File: src/sv/rff_pkg.sv
// ----------------------------------------------------------------------------
// rff_pkg: shared types and constants for the raster flood fill core
// Operation codes, field widths, default grid size and the command/status
// bundles between the fill controller and the datapath.
// ----------------------------------------------------------------------------
package rff_pkg;

  localparam int unsigned GRID_WIDTH_DEF  = 64;
  localparam int unsigned GRID_HEIGHT_DEF = 64;

  localparam int unsigned OP_W    = 2;
  localparam int unsigned COORD_W = 6;
  localparam int unsigned COLOR_W = 32;

  typedef enum logic [OP_W-1:0] {
    OP_WRITE = 2'd0,
    OP_FILL  = 2'd1,
    OP_READ  = 2'd2
  } op_e;

  typedef struct packed {
    logic load;
    logic item_wr;
    logic item_rd;
    logic seed_push;
    logic pop;
    logic cell_rd;
    logic paint;
    logic nb_push;
    logic out_load;
  } cmd_t;

  typedef struct packed {
    logic op_write;
    logic op_fill;
    logic op_read;
    logic on_grid;
    logic same_color;
    logic stack_empty;
    logic cell_match;
    logic nb_last;
    logic out_busy;
  } status_t;

endpackage

File: src/sv/rff_ctrl.sv
// ----------------------------------------------------------------------------
// rff_ctrl: sequencer of the raster flood fill core
// Decodes each request and steps the fill loop: pop, fetch pixel, compare,
// paint and push those of the four neighbors that lie on the grid.
// ----------------------------------------------------------------------------
module rff_ctrl (
  input  logic            clk_i,
  input  logic            rst_ni,
  input  logic            in_valid_i,
  output logic            in_ready_o,
  input  rff_pkg::status_t status_i,
  output rff_pkg::cmd_t   cmd_o
);
  import rff_pkg::*;

  typedef enum logic [2:0] {
    S_IDLE,
    S_DISPATCH,
    S_READ_WAIT,
    S_POP,
    S_POP_WAIT,
    S_CHECK,
    S_PUSH
  } state_e;

  state_e state_q, state_d;

  always_comb begin
    state_d    = state_q;
    cmd_o      = '0;
    in_ready_o = 1'b0;
    case (state_q)
      S_IDLE: begin
        in_ready_o = !status_i.out_busy;
        if (in_valid_i && !status_i.out_busy) begin
          cmd_o.load = 1'b1;
          state_d    = S_DISPATCH;
        end
      end
      S_DISPATCH: begin
        if (status_i.op_read) begin
          cmd_o.item_rd = 1'b1;
          state_d       = S_READ_WAIT;
        end else if (status_i.op_fill && !status_i.same_color && status_i.on_grid) begin
          cmd_o.seed_push = 1'b1;
          state_d         = S_POP;
        end else begin
          cmd_o.item_wr  = status_i.op_write;
          cmd_o.out_load = 1'b1;
          state_d        = S_IDLE;
        end
      end
      S_READ_WAIT: begin
        cmd_o.out_load = 1'b1;
        state_d        = S_IDLE;
      end
      S_POP: begin
        if (status_i.stack_empty) begin
          cmd_o.out_load = 1'b1;
          state_d        = S_IDLE;
        end else begin
          cmd_o.pop = 1'b1;
          state_d   = S_POP_WAIT;
        end
      end
      S_POP_WAIT: begin
        cmd_o.cell_rd = 1'b1;
        state_d       = S_CHECK;
      end
      S_CHECK: begin
        if (status_i.cell_match) begin
          cmd_o.paint = 1'b1;
          state_d     = S_PUSH;
        end else begin
          state_d = S_POP;
        end
      end
      S_PUSH: begin
        cmd_o.nb_push = 1'b1;
        if (status_i.nb_last) begin
          state_d = S_POP;
        end
      end
      default: begin
        state_d = S_IDLE;
      end
    endcase
  end

  always_ff @(posedge clk_i or negedge rst_ni) begin
    if (!rst_ni) begin
      state_q <= S_IDLE;
    end else begin
      state_q <= state_d;
    end
  end

endmodule

File: config.mk
export PLATFORM = sky130hd
export DESIGN_NAME = rff_ctrl
export DESIGN_NICKNAME = d
export VERILOG_FILES = /design/src/sv/rff_pkg.sv /design/src/sv/rff_ctrl.sv
export SDC_FILE = /design/constraint.sdc
export NUM_CORES = 1
export LEC_CHECK = 0
export ABC_AREA = 1
export CAP_MARGIN = 20
export CORE_AREA = 3 3 40 42
export DETAILED_ROUTE_END_ITERATION = 10
export DIE_AREA = 0 0 43 45
export DONT_BUFFER_PORTS = 1
export PLACE_DENSITY = 0.33
export SYNTH_ARGS = -nofsm -noshare
export SYNTH_HDL_FRONTEND = slang
export SYNTH_SLANG_ARGS = --single-unit
File: constraint.sdc
create_clock -name clk_i -period 1.19 [get_ports clk_i]
set_input_delay 0.0595 -clock clk_i [delete_from_list [all_inputs] [get_ports clk_i]]
set_output_delay 0.0595 -clock clk_i [all_outputs]
set_load 0.05 [all_outputs]
==> metrics.md <==
| Metric | Value |
|---|---|
| Status | finished, violations left |
| Failing checks | setup timing |
| Total grt overflow | 0 |
| Htree depth | 1 |
| Post-DR wirelength/cell | approximately 12 µm |
| GRT Util Overall | 12.0% |
| Post-synth net total | a little over 60 |
| Most flops, register | state_q |
| Vias per std cell | ~4.5 |
| First-pass DRT Iterations | 2 |
| Placed insts | 79 |
| Worst vdd ir | between 1.5 and 2 mV |
| Initial antenna violation count | 0 |
| Die X | ~43 µm |
| IO Count | 22 |
| Layout cells sized above 1 | 64.1% |
| Layout Nets | 91 |
| Worst Path Arrival | ~1.3 ns |
| Num rows | 13 |
| FF/Latch Area | roughly 76 µm² |
| Insertion delay to the later sink of the worst-skew pair | about 0.23 ns |
| Syn Area/Cell | 5.75 µm² |
| CP Class | reg2out |
| Largest net degree at the start of global routing | 7 |
| Post-layout util | 59.5% |
| Critical path's most frequent cell | buf_6 |
| Clock root cell | clkbuf_4 |
| Die height | 45 µm |
| Tcrit/Tclk final | 116% |
| Synthesized area | 282 µm² |
| Req. time, crit path | around 1.1 ns |
| Actual slew at the worst max-slew pin | roughly 0.25 ns |
| Critical Path Fanout Max | 5 |
| Crit-path cells | buf_6, nor2_4, nand2_4, nor3_4, buf_6 |
| 1st-iter DRT viols | 9 |
| Area delta synth->final | 172% |
| #FFs+latches synth | 3 |
| ANT cells | 0 |
| Slowest Stage Delay on Critical Path | between 0.4 and 0.5 ns |
| DRC Markers | 0 |
| Vias in the first global route | 420 |
| Final setup vio count | 12 |
| Tightest Hold Check Type | in2async |
| Reg clk slew, reported paths | 0.04 ns |
| Post-DRT Antenna Nets | 0 |
| Top flop regs | state_q: 3 flops |
| Max-slew headroom | around 83% |
| MaxCap Viol Count | 0 |
| Hold Fails Final Rpt | 0 |
| Syn Inst Count | 49 |
| Max Slew Vio Count | 0 |
| Place WS | between 0.02 and 0.03 ns |
| Yosys warning count | 0 |
| Fmax | slightly above 700 MHz |
| Core area | around 1300 µm² |
| Post-Route Skew | between 0.005 and 0.006 ns |
| Setup ws final | -0.195 ns |
| First-pass GRT wire length | roughly 1800 µm |
| Area of the multi-input gates | roughly 270 µm² |
| PwrDens | roughly 2800 nW/µm² |
| Fillers | around 120 |
| CP max stage cell | dfrtp_2 |
| I/O Buffers | 0 |
| Num CTS Buffers | 3 |
| RSZ-0062 raised after global routing | yes |
| HPWL after DPL | between 700 and 800 µm |
| Post-Route WL | 1140 µm |
| Leakage | between 0.3 and 0.4 nW |
| Initial core utilization | between 20% and 30% |
| Worst Setup End Kind | output pin |
| Clock buffer depth | 2 |
| Die Area | about 1900 µm² |
| Clock sink count | 3 |
| Final std cells w/o fill | between 90 and 100 |
| Max reg flops | 3 |
| Seq/Total Area, Yosys | 26.7% |
| Commonest non-fill, non-tap cells in the layout | nand2_1, buf_6, inv_1, buf_12, buf_4 |
| CP Launch Type | flip-flop |
| Placer congestion estimate | about 0.76 |
| Distinct cell type count after synthesis | 12 |
| Vias after detailed routing | between 400 and 500 |
| CTS tree | done |
| Total power | about 0.0021 W |
| Min Tclk post-route | between 1 and 1.5 ns |
-- synthesized netlist by cell type --
| master | n | area [µm²] |
|---|---|---|
| buf_6 | 1 | 11.3 |
| dfrtp_1 | 3 | 75.1 |
| inv_1 | 11 | 41.3 |
| nand2_1 | 12 | 45.0 |
| nand3_1 | 4 | 20.0 |
| nand3b_1 | 1 | 7.51 |
| nand4_1 | 1 | 6.26 |
| nor2_1 | 8 | 30.0 |
| nor2_2 | 3 | 18.8 |
| nor3_1 | 2 | 10.0 |
| nor4_1 | 1 | 6.26 |
| o21ai_0 | 2 | 10.0 |
-- per-stage QoR --
step	cell area [µm²]	hold WS (ns)	TNS, ns
floorplan	323	-0.236	-0.444
global placement	538	-0.236	0
detailed placement	538	-0.236	0
CTS	684	0.0683	-1.19
global route	764	0.0842	-2.31
finish	764	0.0665	-1.68
-- worst max-delay path: cells and delay by family, from the launching register on --
kind / cells / cell delay, ns
flip-flops: 1 / 0.43
AND/OR/NAND/NOR: 3 / 0.34
buffers and inverters: 2 / 0.33
-- cell type report --
type	count	share of cell area, %
multi-input cells	34	34.7
well taps	15	2.45
flip-flops and latches	3	9.98
repair buffers	26	43.7
inverters	11	5.73
clock buffers	4	3.44
-- worst paths after layout --
kind	depth (start not counted)	to	slack (ns)	from
worst max-delay path	5	cmd_o[8]	-0.19	state_q[1]
worst min-delay path	1	state_q[0]	0.07	rst_ni
worst max register to register	8	state_q[0]	-0.15	state_q[1]
worst min register to register	4	state_q[1]	0.74	state_q[0]
max in group asynchronous	1	state_q[1]	0.96	rst_ni
min in group clk_i	3	state_q[2]	0.07	status_i[1]
-- power by group --
group / total (W) / internal (W) / switching (W) / leakage [nW]
logic: 0.00174 / 0.000806 / 0.000933 / 0.317
registers: 0.000219 / 0.000156 / 0.0000628 / 0.0377
clock network: 0.000178 / 0.000126 / 0.0000525 / 0.0150
total: 0.00214 / 0.00109 / 0.00105 / 0.369
-- per-layer routing --
| metal | GRT usage [%] | vias to the layer above | routed length (µm) |
|---|---|---|---|
| li1 | - | 206 | - |
| met3 | 2.79 | 3 | 86 |
| met1 | 13.3 | 191 | 423 |
| met5 | 0 | - | 0 |
| met2 | 21.6 | 21 | 615 |
| met4 | 6.02 | 0 | 11 |
-- what timing repair did --
action	CTS	global route
hold endpoints to repair	3	0
setup buffers	5	4
endpoints found under the setup margin	10	12
pin swaps	8	7
gates resized for setup	22	12
hold buffers	1	0
-- logic make-up after synthesis --
group | Yosys count | synth area share [%]
simple gates | 32 | 51.1
buf+inv | 12 | 18.7
flops | 3 | 26.7
compound gates | 2 | 3.56
No activity file was read; power rests on OpenSTA's default activity.
